## src/dual_wheel_pid_speed_drive_core_defines.svh

```systemverilog
// ----------------------------------------------------------------------------
// Dual wheel PID speed drive: assertion macros
// Shared concurrent assertion forms, clocked on clk and quiet during rst.
// ----------------------------------------------------------------------------
`ifndef DUAL_WHEEL_PID_SPEED_DRIVE_CORE_DEFINES_SVH
`define DUAL_WHEEL_PID_SPEED_DRIVE_CORE_DEFINES_SVH

// The consequent holds in the same cycle as the antecedent.
`define DWPD_ASSERT_NOW(label, ante, cons, msg) \
  label: assert property (@(posedge clk) disable iff (rst) (ante) |-> (cons)) \
    else $error(msg);

// The consequent holds in the cycle after the antecedent.
`define DWPD_ASSERT_NEXT(label, ante, cons, msg) \
  label: assert property (@(posedge clk) disable iff (rst) (ante) |=> (cons)) \
    else $error(msg);

`endif

```

## src/dwpd_pkg.sv

```systemverilog
// ----------------------------------------------------------------------------
// Dual wheel PID speed drive: package
// Widths, register indexes, reset values, reciprocal constants and the
// types shared by the sequencer, the wheel lanes and the output stage.
// ----------------------------------------------------------------------------
package dwpd_pkg;

  localparam int GAIN_FRAC_BITS_DEF = 8;

  localparam int DATA_W    = 16;
  localparam int CFG_IDX_W = 3;

  localparam logic [CFG_IDX_W-1:0] CFG_GAIN_P           = 3'd0;
  localparam logic [CFG_IDX_W-1:0] CFG_GAIN_I           = 3'd1;
  localparam logic [CFG_IDX_W-1:0] CFG_GAIN_D           = 3'd2;
  localparam logic [CFG_IDX_W-1:0] CFG_INTEGRAL_BOUND   = 3'd3;
  localparam logic [CFG_IDX_W-1:0] CFG_PID_OUTPUT_BOUND = 3'd4;
  localparam logic [CFG_IDX_W-1:0] CFG_DUTY_FULL_SCALE  = 3'd5;

  localparam logic [DATA_W-1:0] INTEGRAL_BOUND_RST   = 16'd1000;
  localparam logic [DATA_W-1:0] PID_OUTPUT_BOUND_RST = 16'd1000;
  localparam logic [DATA_W-1:0] DUTY_FULL_SCALE_RST  = 16'd10000;

  localparam int ERR_W  = 17;
  localparam int DERR_W = 18;
  localparam int PROD_W = 34;
  localparam int ACC_W  = 36;
  localparam int PID_W  = 17;
  localparam int CMD_W  = 18;
  localparam int BASE_W = 14;
  localparam int DMAX_W = 16;

  localparam int BASE_PCT   = 14;
  localparam int DMAX_PCT   = 65;
  localparam int PCT_DIV    = 100;
  localparam int FF_DIVISOR = 300;

  localparam int               RECIP_100_W     = 24;
  localparam int               RECIP_100_SHIFT = 30;
  localparam logic [23:0]      RECIP_100       = 24'd10737418;

  localparam int               FFP_W           = 30;
  localparam int               RECIP_300_W     = 29;
  localparam int               RECIP_300_SHIFT = 37;
  localparam logic [28:0]      RECIP_300       = 29'd458129844;
  localparam int               FFQ_W           = FFP_W + RECIP_300_W - RECIP_300_SHIFT;

  typedef enum logic [1:0] {
    ST_IDLE,
    ST_RUN,
    ST_DELIVER
  } state_t;

  typedef enum logic [2:0] {
    STEP_DIFF,
    STEP_MUL_P,
    STEP_MUL_I,
    STEP_MUL_D,
    STEP_ACC_D,
    STEP_CLAMP,
    STEP_TRUNC,
    STEP_CMD
  } step_t;

  typedef struct packed {
    logic  run;
    step_t step;
    logic  commit;
  } lane_ctl_t;

  typedef struct packed {
    logic signed [DATA_W-1:0] gain_p;
    logic signed [DATA_W-1:0] gain_i;
    logic signed [DATA_W-1:0] gain_d;
    logic [DATA_W-1:0]        integral_bound;
    logic [DATA_W-1:0]        pid_output_bound;
    logic [BASE_W-1:0]        base;
    logic [DMAX_W-1:0]        dmax;
  } lane_cfg_t;

  typedef struct packed {
    logic [DMAX_W-1:0] duty;
    logic              rev_new;
    logic              rev_old;
  } lane_res_t;

endpackage

```

## src/dwpd_scale.sv

```systemverilog
// ----------------------------------------------------------------------------
// Dual wheel PID speed drive: duty scale unit
// Derives the feedforward base (14 percent) and the duty ceiling
// (65 percent) of the full-scale duty through a three-stage pipeline.
// ----------------------------------------------------------------------------
module dwpd_scale (
  input  logic                        clk,
  input  logic [dwpd_pkg::DATA_W-1:0] duty_full_scale,
  output logic [dwpd_pkg::BASE_W-1:0] base,
  output logic [dwpd_pkg::DMAX_W-1:0] dmax
);
  import dwpd_pkg::*;

  localparam int P14_W = 20;
  localparam int P65_W = 23;
  localparam int MB_W  = P14_W + RECIP_100_W;
  localparam int MD_W  = P65_W + RECIP_100_W;
  localparam int QB_W  = MB_W - RECIP_100_SHIFT;
  localparam int QD_W  = MD_W - RECIP_100_SHIFT;

  logic [P14_W-1:0] p14;
  logic [P65_W-1:0] p65;
  logic [P14_W-1:0] p14_d;
  logic [P65_W-1:0] p65_d;
  logic [QB_W-1:0]  qb;
  logic [QD_W-1:0]  qd;
  logic [MB_W-1:0]  mb;
  logic [MD_W-1:0]  md;
  logic [P14_W-1:0] rb;
  logic [P65_W-1:0] rd;

  always_comb begin
    mb = MB_W'(p14) * MB_W'(RECIP_100);
    md = MD_W'(p65) * MD_W'(RECIP_100);
    rb = p14_d - P14_W'(P14_W'(qb) * P14_W'(PCT_DIV));
    rd = p65_d - P65_W'(P65_W'(qd) * P65_W'(PCT_DIV));
  end

  always_ff @(posedge clk) begin
    p14   <= P14_W'(P14_W'(duty_full_scale) * P14_W'(BASE_PCT));
    p65   <= P65_W'(P65_W'(duty_full_scale) * P65_W'(DMAX_PCT));
    qb    <= mb[MB_W-1:RECIP_100_SHIFT];
    qd    <= md[MD_W-1:RECIP_100_SHIFT];
    p14_d <= p14;
    p65_d <= p65;
    if (rb >= P14_W'(PCT_DIV)) begin
      base <= BASE_W'(qb + QB_W'(1));
    end else begin
      base <= BASE_W'(qb);
    end
    if (rd >= P65_W'(PCT_DIV)) begin
      dmax <= DMAX_W'(qd + QD_W'(1));
    end else begin
      dmax <= DMAX_W'(qd);
    end
  end

endmodule

```

## config.mk

```make
export PLATFORM = sky130hd
export DESIGN_NAME = dwpd_scale
export DESIGN_NICKNAME = d
export VERILOG_FILES = /design/src/dual_wheel_pid_speed_drive_core_defines.svh /design/src/dwpd_pkg.sv /design/src/dwpd_scale.sv
export SDC_FILE = /design/constraint.sdc
export NUM_CORES = 1
export LEC_CHECK = 0
export ABC_AREA = 1
export BUFFER_PORTS_ARGS = -buffer_cell sky130_fd_sc_hd__clkbuf_2
export CORE_MARGIN = 2
export CORE_UTILIZATION = 54
export CTS_CLUSTER_DIAMETER = 30
export DETAILED_ROUTE_END_ITERATION = 8
export PLACE_DENSITY = 0.7
export SETUP_SLACK_MARGIN = 0.3
export SYNTH_ARGS = -nofsm -noshare
export SYNTH_HDL_FRONTEND = slang
export SYNTH_SLANG_ARGS = --single-unit
```

## constraint.sdc

```tcl
create_clock -name clk -period 14.3 [get_ports clk]
set_input_delay 0 -clock clk [delete_from_list [all_inputs] [get_ports clk]]
set_output_delay 0 -clock clk [all_outputs]
set_load 0.05 [all_outputs]
```

==> flow_summary.toml <==
[yosys]
yosys-top-cells-count = "810 x inv_1, 603 x ha_1, 547 x nand2_1"
async_flop_share = 0
synth_top_area_cell = "ha_1"
netlist_instances = 3337
synth_area_leaders = "ha_1 27%, fa_1 26%, inv_1 11%, dfxtp_1 10%, nand2_1 7.4%"
synthFlopType = "dfxtp_1"
synth_area_um2 = 27900
yosysSeqAreaShare = 0.103
yosysUniqueCellTypes = 50
yosysMostFrequentCell = "inv_1"
syn_area_per_cell_um2 = 8.36
yosys_register_bits = 143
yosysTopAreaCellShare = 0.271
synth_nets = 4322
synth_enable_flop_cells = 0
yosysWarningCount = 0

[critical_path]
crit_start = "p65[11]"
crit_arrival_ns = 6.37
critPathLaunchType = "flip-flop"
worstPathMaxFanout = 11
critPathRequiredTime_ns = 14.67
r2r_start = "p65[11]"
path_class = "reg2reg"
cp-end-kind = "flip-flop"

[die]
coreArea_um2 = 51200
num_io_pins = 47
die_area_um2 = 53500
die_y_um = 231
rows = 83
start_util = 0.545
die_w_um = 231

[sta]
tns_ns = 0
timing.fmax_mhz = 167
whs_ns = 0.0322
finalHoldViolCount = 0
worst_pin_slew_ns = 0.883
rsz0062_at_grt = "false"
slew_viol_final = 0
setup_violations = 0
min_period_ns = 6.00
slew_headroom = 0.411
min_period_over_period = 0.419
fin_skew_ns = 0.0155

[layout]
regArea_um2 = 2860
fillers = 4691
layout-drive-gt1-share = 0.0441
nets = 4393
multiInputGateArea_um2 = 21900
area_growth_pct = 6.21

[cts]
numClockSinks = 143
clk_pin_slew_worst_paths_ns = 0.07
post_cts_buffers = 0
htreeDepth = 4
clk_path_buf_depth = 2
cts_tree = "done"
cts_root_buf = "clkbuf_16"
clock_latency_ns = 0.48
numCtsBuffers = 17

[grt]
grt_pass1_wl_um = 110000
grt_max_degree = 27
grt-busiest-layer = "met2"
met3_usage = 0.0552
grt_pass1_vias = 21209
track_usage = 0.265
antenna_found_initial = 2
grtUsageMet1 = 0.381
use_met2 = 0.409
grt-ovfl-total = 0

[detailed_routing]
drt-pass1-iter-count = 5
postRouteAntennaNets = 0
wl_um = 67400
drc = 0
drt-initial-drc-count = 1324
vias = 21220
routedWlPerCell_um = 16.4
avgViaCountPerCell = 5.17

[placed_design]
gp_congestion = 0.947
dp_hpwl_um = 59300
port_buffers = 46

[run]
max_cap_violations = 0

[min_path]
worstHoldStart = "duty_full_scale[7]"
hp-class = "in2reg"

[status]
status = "finished clean"
placed cells by master (no fill, tap or decap), types with 48 or more instances in the layout:
master,instances
o21ai_0,65
nand2_1,547
nor2_1,163
a21oi_1,166
xor2_1,72
dfxtp_1,143
fa_1,365
nand3_1,115
inv_1,810
ha_1,603
nand4_1,48
final cells by class:
class	instances	share of cell area
repair buffers	59	0.0121
multi-input cells	2366	0.739
flip-flops and latches	143	0.0967
clock inverters	14	0.00503
clock buffers	18	0.0148
inverters	821	0.104
well taps	680	0.0287
diodes	1	0.0000845
flip-flops by register name, summed over array words and instances, names as in the netlist:
signal  cells
base       14
p65        23
qd         17
p14_d      18
p65_d      23
qb         14
dmax       16
p14        18
what timing repair did:
| item | CTS | global route |
|---|---|---|
| resized for setup | 0 | 0 |
| hold buffers | 12 | 0 |
| endpoints found under the hold margin | 15 | 0 |
kinds of logic (layout without fill, tap and decap cells):
logic type,count (synthesis),in the layout,synth area share
and+or+nand+nor,975,975,0.154
adders and majority gates,968,968,0.533
buffers and inverters,828,912,0.113
AOI/OAI and AO/OA,314,314,0.0635
DFF,143,143,0.103
xor gates and xnor gates,109,109,0.0342
other,0,1,0
through the flow:
stage	cells	utilization	area (µm²)	worst slack, ns
6_report	4102	0.578	29600	8.30
5_1_grt	4101	0.578	29600	7.95
4_1_cts	4101	0.578	29600	8.34
3_5_place_dp	4057	0.565	28900	8.35
3_3_place_gp	4057	0.565	28900	8.38
2_1_floorplan	3337	-	27900	8.71
per-layer routing:
layer | vias to the layer above | part of all wire | routed length, µm
met5 | - | 0.00018 | 12
met4 | 2 | 0.017 | 1180
met3 | 63 | 0.061 | 4140
met2 | 472 | 0.44 | 29300
met1 | 10043 | 0.49 | 32700
li1 | 10640 | - | -
final timing paths:
path / end / slack (ns) / cells after the start
max: qd[2] / 8.30 / 19
min: p65[7] / 0.03 / 3
max reg2reg: qd[2] / 8.30 / 19
min reg2reg: p65_d[2] / 0.51 / 0
critical path, cell delays in order, from the launching register on:
cell and delay, ns:
dfxtp_1 0.72, ha_1 0.38, fa_1 0.54, inv_1 0.05, fa_1 0.49, inv_1 0.05, fa_1 0.47, fa_1 0.53
fa_1 0.54, inv_1 0.05, fa_1 0.53, inv_1 0.04, ha_1 0.32, a21oi_1 0.23, o21a_1 0.15, inv_1 0.04
a21oi_1 0.16, a21boi_0 0.28, o21ai_0 0.13, xor2_1 0.16
Power is not shown: default switching activity piles up to over one toggle a cycle in this logic, so the estimate is an artifact.
