===== config.mk =====
export PLATFORM = sky130hd
export DESIGN_NAME = dwpd_merge
export DESIGN_NICKNAME = d
export VERILOG_FILES = /design/src/dual_wheel_pid_speed_drive_core_defines.svh /design/src/dwpd_pkg.sv /design/src/dwpd_merge.sv
export SDC_FILE = /design/constraint.sdc
export NUM_CORES = 1
export LEC_CHECK = 0
export BUFFER_PORTS_ARGS = -buffer_cell sky130_fd_sc_hd__buf_2
export CAP_MARGIN = 20
export CORE_MARGIN = 2
export CORE_UTILIZATION = 40
export CTS_BUF_LIST = sky130_fd_sc_hd__clkbuf_4 sky130_fd_sc_hd__clkbuf_8
export CTS_CLUSTER_SIZE = 12
export DETAILED_ROUTE_END_ITERATION = 8
export HOLD_SLACK_MARGIN = 0.12
export PLACE_DENSITY = 0.78
export SYNTH_ARGS = -nofsm -noshare
export SYNTH_HDL_FRONTEND = slang
export SYNTH_SLANG_ARGS = --single-unit

===== constraint.sdc =====
create_clock -name clk -period 0.8 [get_ports clk]
set_input_delay 0.12 -clock clk [delete_from_list [all_inputs] [get_ports clk]]
set_output_delay 0.12 -clock clk [all_outputs]
set_load 0.02 [all_outputs]

===== src/dual_wheel_pid_speed_drive_core_defines.svh =====
// ----------------------------------------------------------------------------
// Dual wheel PID speed drive: assertion macros
// Shared concurrent assertion forms, clocked on clk and quiet during rst.
// ----------------------------------------------------------------------------
`ifndef DUAL_WHEEL_PID_SPEED_DRIVE_CORE_DEFINES_SVH
`define DUAL_WHEEL_PID_SPEED_DRIVE_CORE_DEFINES_SVH

// The consequent holds in the same cycle as the antecedent.
`define DWPD_ASSERT_NOW(label, ante, cons, msg) \
  label: assert property (@(posedge clk) disable iff (rst) (ante) |-> (cons)) \
    else $error(msg);

// The consequent holds in the cycle after the antecedent.
`define DWPD_ASSERT_NEXT(label, ante, cons, msg) \
  label: assert property (@(posedge clk) disable iff (rst) (ante) |=> (cons)) \
    else $error(msg);

`endif


===== src/dwpd_pkg.sv =====
// ----------------------------------------------------------------------------
// Dual wheel PID speed drive: package
// Widths, register indexes, reset values, reciprocal constants and the
// types shared by the sequencer, the wheel lanes and the output stage.
// ----------------------------------------------------------------------------
package dwpd_pkg;

  localparam int GAIN_FRAC_BITS_DEF = 8;

  localparam int DATA_W    = 16;
  localparam int CFG_IDX_W = 3;

  localparam logic [CFG_IDX_W-1:0] CFG_GAIN_P           = 3'd0;
  localparam logic [CFG_IDX_W-1:0] CFG_GAIN_I           = 3'd1;
  localparam logic [CFG_IDX_W-1:0] CFG_GAIN_D           = 3'd2;
  localparam logic [CFG_IDX_W-1:0] CFG_INTEGRAL_BOUND   = 3'd3;
  localparam logic [CFG_IDX_W-1:0] CFG_PID_OUTPUT_BOUND = 3'd4;
  localparam logic [CFG_IDX_W-1:0] CFG_DUTY_FULL_SCALE  = 3'd5;

  localparam logic [DATA_W-1:0] INTEGRAL_BOUND_RST   = 16'd1000;
  localparam logic [DATA_W-1:0] PID_OUTPUT_BOUND_RST = 16'd1000;
  localparam logic [DATA_W-1:0] DUTY_FULL_SCALE_RST  = 16'd10000;

  localparam int ERR_W  = 17;
  localparam int DERR_W = 18;
  localparam int PROD_W = 34;
  localparam int ACC_W  = 36;
  localparam int PID_W  = 17;
  localparam int CMD_W  = 18;
  localparam int BASE_W = 14;
  localparam int DMAX_W = 16;

  localparam int BASE_PCT   = 14;
  localparam int DMAX_PCT   = 65;
  localparam int PCT_DIV    = 100;
  localparam int FF_DIVISOR = 300;

  localparam int               RECIP_100_W     = 24;
  localparam int               RECIP_100_SHIFT = 30;
  localparam logic [23:0]      RECIP_100       = 24'd10737418;

  localparam int               FFP_W           = 30;
  localparam int               RECIP_300_W     = 29;
  localparam int               RECIP_300_SHIFT = 37;
  localparam logic [28:0]      RECIP_300       = 29'd458129844;
  localparam int               FFQ_W           = FFP_W + RECIP_300_W - RECIP_300_SHIFT;

  typedef enum logic [1:0] {
    ST_IDLE,
    ST_RUN,
    ST_DELIVER
  } state_t;

  typedef enum logic [2:0] {
    STEP_DIFF,
    STEP_MUL_P,
    STEP_MUL_I,
    STEP_MUL_D,
    STEP_ACC_D,
    STEP_CLAMP,
    STEP_TRUNC,
    STEP_CMD
  } step_t;

  typedef struct packed {
    logic  run;
    step_t step;
    logic  commit;
  } lane_ctl_t;

  typedef struct packed {
    logic signed [DATA_W-1:0] gain_p;
    logic signed [DATA_W-1:0] gain_i;
    logic signed [DATA_W-1:0] gain_d;
    logic [DATA_W-1:0]        integral_bound;
    logic [DATA_W-1:0]        pid_output_bound;
    logic [BASE_W-1:0]        base;
    logic [DMAX_W-1:0]        dmax;
  } lane_cfg_t;

  typedef struct packed {
    logic [DMAX_W-1:0] duty;
    logic              rev_new;
    logic              rev_old;
  } lane_res_t;

endpackage


===== src/dwpd_merge.sv =====
// ----------------------------------------------------------------------------
// Dual wheel PID speed drive: output stage
// Combines both lane results into one output beat, applies the stop
// override and holds the beat until the downstream side takes it.
// ----------------------------------------------------------------------------
module dwpd_merge (
  input  logic                        clk,
  input  logic                        rst,
  input  logic                        load,
  input  logic                        clear,
  input  dwpd_pkg::lane_res_t         res_right,
  input  dwpd_pkg::lane_res_t         res_left,
  input  logic                        out_stall,
  output logic                        out_valid,
  output logic                        can_load,
  output logic [dwpd_pkg::DATA_W-1:0] duty_right,
  output logic                        reverse_right,
  output logic [dwpd_pkg::DATA_W-1:0] duty_left,
  output logic                        reverse_left
);
  import dwpd_pkg::*;

  assign can_load = !out_valid || !out_stall;

  always_ff @(posedge clk) begin
    if (rst) begin
      out_valid <= 1'b0;
    end else if (load) begin
      out_valid <= 1'b1;
    end else if (!out_stall) begin
      out_valid <= 1'b0;
    end
  end

  always_ff @(posedge clk) begin
    if (load) begin
      if (clear) begin
        duty_right    <= '0;
        duty_left     <= '0;
        reverse_right <= res_right.rev_old;
        reverse_left  <= res_left.rev_old;
      end else begin
        duty_right    <= DATA_W'(res_right.duty);
        duty_left     <= DATA_W'(res_left.duty);
        reverse_right <= res_right.rev_new;
        reverse_left  <= res_left.rev_new;
      end
    end
  end

endmodule


==> results_tabular.tex <==
\begin{tabular}{lr}
\hline
Metric & Value \\
\hline
\multicolumn{2}{l}{\textbf{Status}} \\
\quad Result of the run & complete, but fails checks \\
\quad Violations in the final reports & setup timing \\
\multicolumn{2}{l}{\textbf{Pwr}} \\
\quad VDD IR max & 0.00179 V \\
\quad Power density cells & 1950 nW/um2 \\
\quad Net load switching power & 1060 uW \\
\quad Internal Power & 3620 uW \\
\quad Sequential power share & 0.479 \\
\quad Fraction of power spent switching nets & 0.227 \\
\quad Clock power frac & 0.336 \\
\quad Combinational cell fraction of total power & 0.185 \\
\quad Leakage power total & 0.00101 uW \\
\multicolumn{2}{l}{\textbf{Die}} \\
\quad Core Footprint & 3050 um2 \\
\quad Total number of placement rows & 20 \\
\quad Starting Density & 0.423 \\
\quad Ports placed on the boundary & 77 \\
\quad Total Die Area & 3700 um2 \\
\quad Die boundary width & 60.8 um \\
\quad DIE HEIGHT & 60.8 um \\
\multicolumn{2}{l}{\textbf{STA}} \\
\quad Count of final max-slew check failures & 0 \\
\quad Setup violators final & 55 \\
\quad Max Clock Freq & 947 MHz \\
\quad Worst relative slew slack & 0.852 \\
\quad Total negative slack for setup checks & -7.52 ns \\
\quad Number of hold violations in the final report & 0 \\
\quad Worst-Margin Slew & 0.222 ns \\
\quad Setup WS post-layout & -0.256 ns \\
\quad Worst clock skew on the final layout & 0 ns \\
\quad Fin crit share & 1.32 \\
\quad Min Tclk post-route & 1.06 ns \\
\quad RSZ-0062 raised after global routing & true \\
\multicolumn{2}{l}{\textbf{Cells and area}} \\
\quad Footprint of the multi-input gates & 240 um2 \\
\quad Synth-to-layout area growth & 86.1\% \\
\quad Ant diodes & 0 \\
\quad Fraction of final layout cells sized beyond drive strength 1 & 0.477 \\
\quad Sequential cell area & 1040 um2 \\
\quad Total non-filler cell area in the finished layout & 2400 um2 \\
\quad Number of fill cells & 184 \\
\quad Share of the core filled with cells in the final layout & 0.787 \\
\quad Post-Layout Cell Count & 237 \\
\quad Net count, final & 233 \\
\multicolumn{2}{l}{\textbf{Routing}} \\
\quad Number of search-and-repair iterations in the first detailed-routing pass & 4 \\
\quad Number of routed nets with antenna violations & 0 \\
\quad Detailed-route vias per instance & 4.54 \\
\quad Drt initial violations & 47 \\
\quad Post-detailed-route DRC marker count & 0 \\
\quad WL final & 3900 um \\
\quad Via Count & 1076 \\
\quad Per-cell routed wire length & 16.4 um \\
\multicolumn{2}{l}{\textbf{Logic synthesis}} \\
\quad Fraction of the yosys area taken by sequential cells & 0.806 \\
\quad Synthesis Warnings & 0 \\
\quad Number of unique standard cell types used by synthesis & 8 \\
\quad Mean instance size in the synthesized netlist & 17.2 um2 \\
\quad Post-synth top area share & 0.791 \\
\quad Post-synth net total & 116 \\
\quad Largest cells by area after synthesis & edfxtp\_1, nor2b\_1, mux2\_2 \\
\quad Gate count of the mapped netlist & 75 \\
\quad Post-synthesis register bit count & 35 \\
\quad Summed instance area of the synthesized netlist & 1290 um2 \\
\quad Cell type with the highest aggregate area in the netlist & edfxtp\_1 \\
\multicolumn{2}{l}{\textbf{Setup path}} \\
\quad CP top delay family & flip-flops \\
\quad Data arrival time at the worst-slack endpoint & 0.94 ns \\
\quad Worst Path Required & 0.68 ns \\
\quad Slowest stage delay, CP & 0.45 ns \\
\quad Worst Setup End Kind & primary output \\
\quad Critical Path Start Type & register \\
\quad Slowest cell on the critical path & edfxtp\_1 \\
\quad Worst path cell trace & buf\_6 \\
\quad Max Fanout on Critical Path & 1 \\
\quad Critical path class & register to primary output \\
\quad Combined buffer and inverter count along the critical path & 1 \\
\multicolumn{2}{l}{\textbf{Place}} \\
\quad Total of buffers placed on input and output ports & 76 \\
\quad Placed Instance Area & 1770 um2 \\
\quad Final estimated routing congestion in global placement & 0.688 \\
\quad Worst Setup Slack post-DPL & -0.0496 ns \\
\quad Placed Instances & 196 \\
\multicolumn{2}{l}{\textbf{Clock network}} \\
\quad Number of H-tree levels & 2 \\
\quad Clk pin slew, worst setup/hold paths & 0.12 ns \\
\quad Maximum buffer depth of the clock tree & 2 \\
\quad Clock tree from TritonCTS & built \\
\quad Total CTS buffers & 5 \\
\quad Hold\_buf cts & 34 \\
\quad Clock insertion delay at the later pin of the skew report & 0.32 ns \\
\quad Num Clock Sinks & 35 \\
\quad Clock root cell & clkbuf\_4 \\
\multicolumn{2}{l}{\textbf{Flow run}} \\
\quad Max-cap violations & 0 \\
\multicolumn{2}{l}{\textbf{Min path}} \\
\quad Worst min-delay path category & input pin to register \\
\multicolumn{2}{l}{\textbf{Global routing}} \\
\quad Initial antenna violation count & 0 \\
\quad Total congestion overflow after global routing & 0 \\
\quad Combined global-route utilization of all metal layers & 0.193 \\
\quad Largest net degree at the start of global routing & 22 \\
\quad Number of global-route vias before repair & 1083 \\
\quad Wire length of the first global-routing pass & 4820 um \\
\hline
\end{tabular}
-- final cells by class --
cell class / count / share of cell area
multi-input cells: 37 / 0.0999
repair buffers: 113 / 0.400
well taps: 44 / 0.0229
flip-flops and latches: 35 / 0.434
clock buffers: 5 / 0.0156
clock inverters: 3 / 0.0281
-- power by group through the flow --
stage          Sequential (uW)  Clock, uW  Combinational (uW)
2_1_floorplan             2440          0                88.7
3_3_place_gp              2240          0                 569
3_5_place_dp              2250          0                 580
4_1_cts                   2220       1610                 746
5_1_grt                   2260       1710                 910
6_report                  2250       1570                 868
-- layout by cell type (no fill, tap or decap) --
master and count:
dfxtp_2 1, dlygate4sd3_1 33, edfxtp_1 34, buf_4 2
bufinv_16 2, clkbuf_4 5, nor2_1 1, a21oi_1 1
nand2_2 1, clkinvlp_4 1, buf_2 45, mux2_2 2
buf_12 2, dlymetal6s4s_1 1, buf_6 30, nor2b_1 31
nor2b_2 1
-- state kept, by name (all words and copies together) (netlist names) --
signal	count
duty_left	16
duty_right	16
reverse_left	1
reverse_right	1
out_valid	1
-- per-stage QoR --
stage               total power (uW)  hold slack, ns
CTS                             4570          0.0642
finish                          4690          0.0976
detailed placement              2830           0.281
global route                    4870          0.0777
floorplan                       2530           0.192
global placement                2810           0.280
-- per-layer routing --
metal | wire, um | vias up | share of wire | track usage
met2 | 2350 | 49 | 0.60 | 0.384
met1 | 1280 | 524 | 0.33 | 0.163
met5 | 0 | - | 0 | 0
li1 | - | 494 | - | -
met3 | 185 | 9 | 0.047 | 0.0640
met4 | 89 | 0 | 0.023 | 0.102
-- worst paths after layout --
path | to | cells past startpoint | start | slack (ns)
setup / recovery | duty_right[11] | 1 | duty_right[11]$_SDFFCE_PP0P_ | -0.26
hold / removal | reverse_left$_DFFE_PP_ | 2 | res_left[0] | 0.1
setup reg to reg | out_valid$_SDFFE_PP0P_ | 2 | out_valid$_SDFFE_PP0P_ | 0.18
hold reg to reg | out_valid$_SDFFE_PP0P_ | 2 | out_valid$_SDFFE_PP0P_ | 0.54
-- cells in the mapped netlist, drive strengths merged --
cell type  number
a21oi           1
buf             3
nand2           1
nor2b          32
nor2            1
mux2            2
edfxtp         34
dfxtp           1
-- kinds of logic after synthesis --
| logic type | share of synthesized area |
|---|---|
| flip-flops | 0.806 |
| AND/OR/NAND/NOR | 0.161 |
| buffers and inverters | 0.0116 |
| multiplexers | 0.0174 |
| AO/OA/AOI/OAI | 0.00387 |
-- what timing repair did --
| item | CTS | global route |
|---|---|---|
| gates resized for setup | 18 | 46 |
| hold endpoints to repair | 37 | 4 |
| setup endpoints to repair | 36 | 38 |
| buffers inserted | 0 | 0 |
Note: power is estimated with default switching activity, not from simulation.
