<file path="config.mk">
export PLATFORM = sky130hd
export DESIGN_NAME = dwpd_lane
export DESIGN_NICKNAME = d
export VERILOG_FILES = /design/src/dual_wheel_pid_speed_drive_core_defines.svh /design/src/dwpd_pkg.sv /design/src/dwpd_lane.sv
export SDC_FILE = /design/constraint.sdc
export NUM_CORES = 2
export LEC_CHECK = 0
export BUFFER_PORTS_ARGS = -buffer_cell sky130_fd_sc_hd__buf_2
export CELL_PAD_IN_SITES_DETAIL_PLACEMENT = 0
export CELL_PAD_IN_SITES_GLOBAL_PLACEMENT = 2
export CORE_MARGIN = 2
export CORE_UTILIZATION = 46
export DETAILED_ROUTE_END_ITERATION = 6
export PLACE_DENSITY = 0.95
export SKIP_CTS_REPAIR_TIMING = 1
export SLEW_MARGIN = 20
export SYNTH_ARGS = -nofsm -noshare
export SYNTH_HDL_FRONTEND = slang
export SYNTH_SLANG_ARGS = --single-unit
</file>
<file path="constraint.sdc">
create_clock -name clk -period 24.8 [get_ports clk]
set_clock_uncertainty 0.1 [all_clocks]
set_input_delay 4.96 -clock clk [delete_from_list [all_inputs] [get_ports clk]]
set_output_delay 4.96 -clock clk [all_outputs]
set_load 0.01 [all_outputs]
</file>
<file path="src/dual_wheel_pid_speed_drive_core_defines.svh">
// ----------------------------------------------------------------------------
// Dual wheel PID speed drive: assertion macros
// Shared concurrent assertion forms, clocked on clk and quiet during rst.
// ----------------------------------------------------------------------------
`ifndef DUAL_WHEEL_PID_SPEED_DRIVE_CORE_DEFINES_SVH
`define DUAL_WHEEL_PID_SPEED_DRIVE_CORE_DEFINES_SVH

// The consequent holds in the same cycle as the antecedent.
`define DWPD_ASSERT_NOW(label, ante, cons, msg) \
  label: assert property (@(posedge clk) disable iff (rst) (ante) |-> (cons)) \
    else $error(msg);

// The consequent holds in the cycle after the antecedent.
`define DWPD_ASSERT_NEXT(label, ante, cons, msg) \
  label: assert property (@(posedge clk) disable iff (rst) (ante) |=> (cons)) \
    else $error(msg);

`endif

</file>
<file path="src/dwpd_pkg.sv">
// ----------------------------------------------------------------------------
// Dual wheel PID speed drive: package
// Widths, register indexes, reset values, reciprocal constants and the
// types shared by the sequencer, the wheel lanes and the output stage.
// ----------------------------------------------------------------------------
package dwpd_pkg;

  localparam int GAIN_FRAC_BITS_DEF = 8;

  localparam int DATA_W    = 16;
  localparam int CFG_IDX_W = 3;

  localparam logic [CFG_IDX_W-1:0] CFG_GAIN_P           = 3'd0;
  localparam logic [CFG_IDX_W-1:0] CFG_GAIN_I           = 3'd1;
  localparam logic [CFG_IDX_W-1:0] CFG_GAIN_D           = 3'd2;
  localparam logic [CFG_IDX_W-1:0] CFG_INTEGRAL_BOUND   = 3'd3;
  localparam logic [CFG_IDX_W-1:0] CFG_PID_OUTPUT_BOUND = 3'd4;
  localparam logic [CFG_IDX_W-1:0] CFG_DUTY_FULL_SCALE  = 3'd5;

  localparam logic [DATA_W-1:0] INTEGRAL_BOUND_RST   = 16'd1000;
  localparam logic [DATA_W-1:0] PID_OUTPUT_BOUND_RST = 16'd1000;
  localparam logic [DATA_W-1:0] DUTY_FULL_SCALE_RST  = 16'd10000;

  localparam int ERR_W  = 17;
  localparam int DERR_W = 18;
  localparam int PROD_W = 34;
  localparam int ACC_W  = 36;
  localparam int PID_W  = 17;
  localparam int CMD_W  = 18;
  localparam int BASE_W = 14;
  localparam int DMAX_W = 16;

  localparam int BASE_PCT   = 14;
  localparam int DMAX_PCT   = 65;
  localparam int PCT_DIV    = 100;
  localparam int FF_DIVISOR = 300;

  localparam int               RECIP_100_W     = 24;
  localparam int               RECIP_100_SHIFT = 30;
  localparam logic [23:0]      RECIP_100       = 24'd10737418;

  localparam int               FFP_W           = 30;
  localparam int               RECIP_300_W     = 29;
  localparam int               RECIP_300_SHIFT = 37;
  localparam logic [28:0]      RECIP_300       = 29'd458129844;
  localparam int               FFQ_W           = FFP_W + RECIP_300_W - RECIP_300_SHIFT;

  typedef enum logic [1:0] {
    ST_IDLE,
    ST_RUN,
    ST_DELIVER
  } state_t;

  typedef enum logic [2:0] {
    STEP_DIFF,
    STEP_MUL_P,
    STEP_MUL_I,
    STEP_MUL_D,
    STEP_ACC_D,
    STEP_CLAMP,
    STEP_TRUNC,
    STEP_CMD
  } step_t;

  typedef struct packed {
    logic  run;
    step_t step;
    logic  commit;
  } lane_ctl_t;

  typedef struct packed {
    logic signed [DATA_W-1:0] gain_p;
    logic signed [DATA_W-1:0] gain_i;
    logic signed [DATA_W-1:0] gain_d;
    logic [DATA_W-1:0]        integral_bound;
    logic [DATA_W-1:0]        pid_output_bound;
    logic [BASE_W-1:0]        base;
    logic [DMAX_W-1:0]        dmax;
  } lane_cfg_t;

  typedef struct packed {
    logic [DMAX_W-1:0] duty;
    logic              rev_new;
    logic              rev_old;
  } lane_res_t;

endpackage

</file>
<file path="src/dwpd_lane.sv">
// ----------------------------------------------------------------------------
// Dual wheel PID speed drive: wheel lane
// One wheel's positional PID with clamped integral, shared multiplier for
// the P, I and D products, feedforward term and signed command.
// ----------------------------------------------------------------------------
module dwpd_lane #(
  parameter int GAIN_FRAC_BITS = dwpd_pkg::GAIN_FRAC_BITS_DEF
) (
  input  logic                               clk,
  input  logic                               rst,
  input  dwpd_pkg::lane_ctl_t                ctl,
  input  dwpd_pkg::lane_cfg_t                cfg,
  input  logic signed [dwpd_pkg::DATA_W-1:0] target,
  input  logic signed [dwpd_pkg::DATA_W-1:0] measured,
  input  logic                               clear,
  output dwpd_pkg::lane_res_t                res
);
  import dwpd_pkg::*;

  localparam int FFM_W = FFP_W + RECIP_300_W;
  localparam logic signed [ACC_W-1:0] ROUND_ADD =
    {{(ACC_W-GAIN_FRAC_BITS){1'b0}}, {GAIN_FRAC_BITS{1'b1}}};

  logic signed [ERR_W-1:0]  error_sum;
  logic signed [ERR_W-1:0]  previous_error;
  logic                     direction;

  logic signed [ERR_W-1:0]  err_r;
  logic signed [ERR_W-1:0]  esum_r;
  logic signed [DERR_W-1:0] derr_r;
  logic [DATA_W-1:0]        abs_t_r;
  logic signed [PROD_W-1:0] prod_r;
  logic signed [ACC_W-1:0]  acc_r;
  logic [FFP_W-1:0]         ffp_r;
  logic [FFQ_W-1:0]         ffq_r;
  logic [BASE_W-1:0]        ff_r;
  logic signed [PID_W-1:0]  pid_r;
  logic signed [CMD_W-1:0]  cmd_r;

  logic signed [ERR_W-1:0]  err_next;
  logic signed [DERR_W-1:0] sum_raw;
  logic signed [DERR_W-1:0] ib_pos;
  logic signed [DERR_W-1:0] ib_neg;
  logic signed [ERR_W-1:0]  esum_next;
  logic signed [DERR_W-1:0] derr_next;
  logic signed [ERR_W-1:0]  tneg;
  logic [DATA_W-1:0]        abs_t_next;
  logic signed [DATA_W-1:0] mul_a;
  logic signed [DERR_W-1:0] mul_b;
  logic signed [PROD_W-1:0] prod_next;
  logic signed [ACC_W-1:0]  prod_ext;
  logic signed [ACC_W-1:0]  acc_sum;
  logic signed [ACC_W-1:0]  lim_pos;
  logic signed [ACC_W-1:0]  lim_neg;
  logic signed [ACC_W-1:0]  acc_clamped;
  logic signed [ACC_W-1:0]  acc_round;
  logic signed [ACC_W-1:0]  acc_shift;
  logic [FFP_W-1:0]         ffp_next;
  logic [FFM_W-1:0]         ffm;
  logic [FFP_W-1:0]         ff_rem;
  logic [FFQ_W-1:0]         ffq_fix;
  logic [BASE_W-1:0]        ff_lo;
  logic [BASE_W-1:0]        ff_clamped;
  logic signed [CMD_W-1:0]  pid_ext;
  logic signed [CMD_W-1:0]  ff_ext;
  logic signed [CMD_W-1:0]  cmd_pos;
  logic signed [CMD_W-1:0]  cmd_neg;
  logic signed [CMD_W-1:0]  cmd_next;
  logic signed [CMD_W-1:0]  cmd_inv;
  logic [PID_W-1:0]         mag;
  logic                     dir_new;

  always_comb begin
    err_next  = $signed({target[DATA_W-1], target}) - $signed({measured[DATA_W-1], measured});
    sum_raw   = $signed({error_sum[ERR_W-1], error_sum}) + $signed({err_next[ERR_W-1], err_next});
    ib_pos    = $signed({2'b00, cfg.integral_bound});
    ib_neg    = -ib_pos;
    if (sum_raw > ib_pos) begin
      esum_next = ib_pos[ERR_W-1:0];
    end else if (sum_raw < ib_neg) begin
      esum_next = ib_neg[ERR_W-1:0];
    end else begin
      esum_next = sum_raw[ERR_W-1:0];
    end
    derr_next = $signed({err_next[ERR_W-1], err_next})
              - $signed({previous_error[ERR_W-1], previous_error});
    tneg       = -$signed({target[DATA_W-1], target});
    abs_t_next = target[DATA_W-1] ? tneg[DATA_W-1:0] : target;

    case (ctl.step)
      STEP_MUL_P: begin
        mul_a = cfg.gain_p;
        mul_b = $signed({err_r[ERR_W-1], err_r});
      end
      STEP_MUL_I: begin
        mul_a = cfg.gain_i;
        mul_b = $signed({esum_r[ERR_W-1], esum_r});
      end
      default: begin
        mul_a = cfg.gain_d;
        mul_b = derr_r;
      end
    endcase
    prod_next = $signed({{(PROD_W-DATA_W){mul_a[DATA_W-1]}}, mul_a})
              * $signed({{(PROD_W-DERR_W){mul_b[DERR_W-1]}}, mul_b});
    prod_ext  = $signed({{(ACC_W-PROD_W){prod_r[PROD_W-1]}}, prod_r});
    acc_sum   = acc_r + prod_ext;

    lim_pos = $signed(ACC_W'({cfg.pid_output_bound, {GAIN_FRAC_BITS{1'b0}}}));
    lim_neg = -lim_pos;
    if (acc_r > lim_pos) begin
      acc_clamped = lim_pos;
    end else if (acc_r < lim_neg) begin
      acc_clamped = lim_neg;
    end else begin
      acc_clamped = acc_r;
    end
    acc_round = acc_r + (acc_r[ACC_W-1] ? ROUND_ADD : '0);
    acc_shift = acc_round >>> GAIN_FRAC_BITS;

    ffp_next = FFP_W'(cfg.base) * FFP_W'(abs_t_r);
    ffm      = FFM_W'(ffp_r) * FFM_W'(RECIP_300);
    ff_rem   = ffp_r - FFP_W'(FFP_W'(ffq_r) * FFP_W'(FF_DIVISOR));
    ffq_fix  = (ff_rem >= FFP_W'(FF_DIVISOR)) ? ffq_r + FFQ_W'(1) : ffq_r;
    ff_lo    = cfg.base >> 1;
    if (ffq_r < FFQ_W'(ff_lo)) begin
      ff_clamped = ff_lo;
    end else if (ffq_r > FFQ_W'(cfg.base)) begin
      ff_clamped = cfg.base;
    end else begin
      ff_clamped = ffq_r[BASE_W-1:0];
    end

    pid_ext = $signed({pid_r[PID_W-1], pid_r});
    ff_ext  = $signed({{(CMD_W-BASE_W){1'b0}}, ff_r});
    cmd_pos = pid_ext + ff_ext;
    cmd_neg = pid_ext - ff_ext;
    if (!target[DATA_W-1] && (target != '0)) begin
      cmd_next = cmd_pos[CMD_W-1] ? '0 : cmd_pos;
    end else if (target[DATA_W-1]) begin
      cmd_next = (!cmd_neg[CMD_W-1] && (cmd_neg != '0)) ? '0 : cmd_neg;
    end else begin
      cmd_next = '0;
    end

    cmd_inv = -cmd_r;
    mag     = cmd_r[CMD_W-1] ? cmd_inv[PID_W-1:0] : cmd_r[PID_W-1:0];
    dir_new = (cmd_r != '0) ? cmd_r[CMD_W-1] : direction;
  end

  always_ff @(posedge clk) begin
    if (rst) begin
      error_sum      <= '0;
      previous_error <= '0;
      direction      <= 1'b0;
    end else if (ctl.commit) begin
      if (clear) begin
        error_sum      <= '0;
        previous_error <= '0;
      end else begin
        error_sum      <= esum_r;
        previous_error <= err_r;
        direction      <= dir_new;
      end
    end
  end

  always_ff @(posedge clk) begin
    if (ctl.run) begin
      case (ctl.step)
        STEP_DIFF: begin
          err_r   <= err_next;
          esum_r  <= esum_next;
          derr_r  <= derr_next;
          abs_t_r <= abs_t_next;
        end
        STEP_MUL_P: begin
          prod_r <= prod_next;
        end
        STEP_MUL_I: begin
          prod_r <= prod_next;
          acc_r  <= prod_ext;
        end
        STEP_MUL_D: begin
          prod_r <= prod_next;
          acc_r  <= acc_sum;
          ffp_r  <= ffp_next;
        end
        STEP_ACC_D: begin
          acc_r <= acc_sum;
          ffq_r <= ffm[FFM_W-1:RECIP_300_SHIFT];
        end
        STEP_CLAMP: begin
          acc_r <= acc_clamped;
          ffq_r <= ffq_fix;
        end
        STEP_TRUNC: begin
          pid_r <= acc_shift[PID_W-1:0];
          ff_r  <= ff_clamped;
        end
        STEP_CMD: begin
          cmd_r <= cmd_next;
        end
        default: begin
        end
      endcase
    end
  end

  always_comb begin
    res.duty    = (mag > {1'b0, cfg.dmax}) ? cfg.dmax : mag[DMAX_W-1:0];
    res.rev_new = dir_new;
    res.rev_old = direction;
  end

endmodule

</file>
==> qor.yml <==
synth_top_area_cell: "fa_1"
die_w_um: 355
critical_path_class: "in -> out"
end_kind: "output pin"
post-synth-top-count-cell: "inv_1"
synth_warnings: 0
die_height_um: 355
rsz0062_at_grt: "no"
synth_seq_cells: 274
core-area_um2: 122000
dp.cells: 7789
clk_pin_slew_ps: 60
yosys-top-cells-count: "1126 x inv_1, 826 x ha_1, 809 x fa_1, 500 x nand2_1, 359 x nor2_1"
grt_pass1_wl_mm: 244
syn_inst: 6120
dpl.hpwl_mm: 124
slew_viol_final: 0
num_vias: 43100
syn_to_final_growth_pct: 6.63
hold_violations: 0
fp-row-count: 128
avgSynthCellArea_um2: 9.24
crit_arrival_ps: 7750
die-area_um2: 126000
cts_tree: "done"
drt_iter0_drc: 2798
dr.pass1.iters: 5
fmax_mhz: 78.1
wl_mm: 151
viasPerCell: 5.49
yosysUniqueCellTypes: 83
status: "complete, no violations"
htree_levels: 2
start_util_pct: 46.4
gp_congestion: 0.911
wl_per_cell_um: 19.2
slew_headroom_pct: 22.2
synthesis.nets: 7905
synth_edf_count: 239
utilization_pct: 49.5
stdcell_count: 7856
cts_root_buf: "clkbuf_16"
cts_max_path_buffers: 3
fin_nets: 7987
hold_slack_ps: 375
grt_max_degree: 69
port_buffers: 167
tightestPinTransition_ps: 1170
synthTopCellsByArea: "fa_1 29%, ha_1 18%, edfxtp_1 13%, inv_1 7.5%, nand2_1 3.3%"
drv_cap: 0
min_path_type: "reg -> reg"
grt.total_usage_pct: 24.5
worstPathRequired_ps: 19740
finalSetupTns_ps: 0
clk_latency_ps: 610
cts_sinks: 274
post-route-period-util_pct: 51.6
startpoint_type: "input pin"
antenna_left: 0
drive_above_1_share_pct: 5.35
period_minus_slack_ps: 12810
synthArstFlopShare_pct: 0
io_pins: 168
final-setup-viol-count: 0
synth_top_area_share_pct: 28.6
synthFlopType: "edfxtp_1"
numCtsBuffers: 35
overflow: 0
antenna_found_initial: 11
drcViolationCount: 0
grt_pass1_vias: 44800
cp_max_fo: 16
syn-cell-area_um2: 56500
yosysSeqAreaShare_pct: 13.9
==> stage by stage <==
stage	cell area (um^2)	setup slack [ps]
2_1_floorplan	56500	12520
3_3_place_gp	59100	11780
3_5_place_dp	59100	11680
4_1_cts	60200	11970
5_1_grt	60300	11720
6_report	60300	11990
==> flip-flops by register name, summed over array words and instances (netlist names), 16 cells and up <==
name	cells
acc_r	36
prod_r	34
ffp_r	30
ffq_r	22
cmd_r	18
derr_r	18
err_r	17
error_sum	17
esum_r	17
pid_r	17
previous_error	17
abs_t_r	16
==> critical path, cell delays in order <==
cell and delay, ps:
buf_2 90, inv_1 40, ha_1 290, nor2b_1 130, o21a_1 160, o21a_1 160, o21a_1 160, o21a_1 150
o21ai_0 140, a21oi_1 80, nor4_1 180, o31a_1 640, mux2_2 420, buf_2 140
==> worst paths after layout <==
check | from | to | slack (ps) | cells past startpoint
hold / removal | error_sum[0] | error_sum[0] | 380 | 2
hold reg to reg | error_sum[0] | error_sum[0] | 380 | 2
setup / recovery | cfg[1] | res[13] | 11990 | 14
setup reg to reg | ffq_r[8] | ffq_r[1] | 16360 | 26
==> kinds of logic (layout without fill, tap and decap cells) <==
group / count (synthesis) / after routing / synth area share (%)
adders and majority gates: 1635 / 1635 / 46.9
and+or+nand+nor: 1513 / 1513 / 12.8
buffers and inverters: 1294 / 1402 / 8.63
AOI/OAI and AO/OA: 1060 / 1060 / 12.2
xor gates and xnor gates: 289 / 289 / 4.48
DFF: 274 / 274 / 13.9
muxes: 55 / 55 / 1.01
other: 0 / 3 / 0
==> cell usage in the layout (no fill, tap or decap), drive strengths merged, types with 15 or more instances in the layout <==
cell	n
nor4	35
o21bai	27
nor2b	68
nand2b	75
nor2	359
nand2	500
and2	116
a2111oi	19
ha	826
clkbuf	41
nor3	71
nand4	41
a31oi	29
a211oi	44
o21ai	195
a21o	138
xor2	85
a22oi	45
a21oi	299
edfxtp	239
inv	1130
a21boi	19
o22ai	23
fa	809
mux2	17
or2	18
and3	31
nand3b	26
o21a	45
buf	211
dfxtp	35
or3	28
xnor2	204
mux2i	38
o31ai	28
o211ai	22
nand3	97
clkinv	15
==> routing by layer <==
| layer | track usage, % | routed length, um |
|---|---|---|
| met2 | 41.6 | 71900 |
| met3 | 3.32 | 8070 |
| met5 | 0 | 79 |
| met1 | 32.6 | 66100 |
| met4 | 7.51 | 4950 |
==> area by class of cell <==
class	count	area (um^2)
diodes	3	7.51
clock buffers	41	918
clock inverters	22	194
fillers	11500	61600
inverters	1128	4230
multi-input cells	4552	43800
flip-flops and latches	274	7880
well taps	1625	2030
repair buffers	211	1190
Power is left out: the tool's default activity adds up to more than one toggle a clock period on the data nets, which glitch-free logic cannot reach.
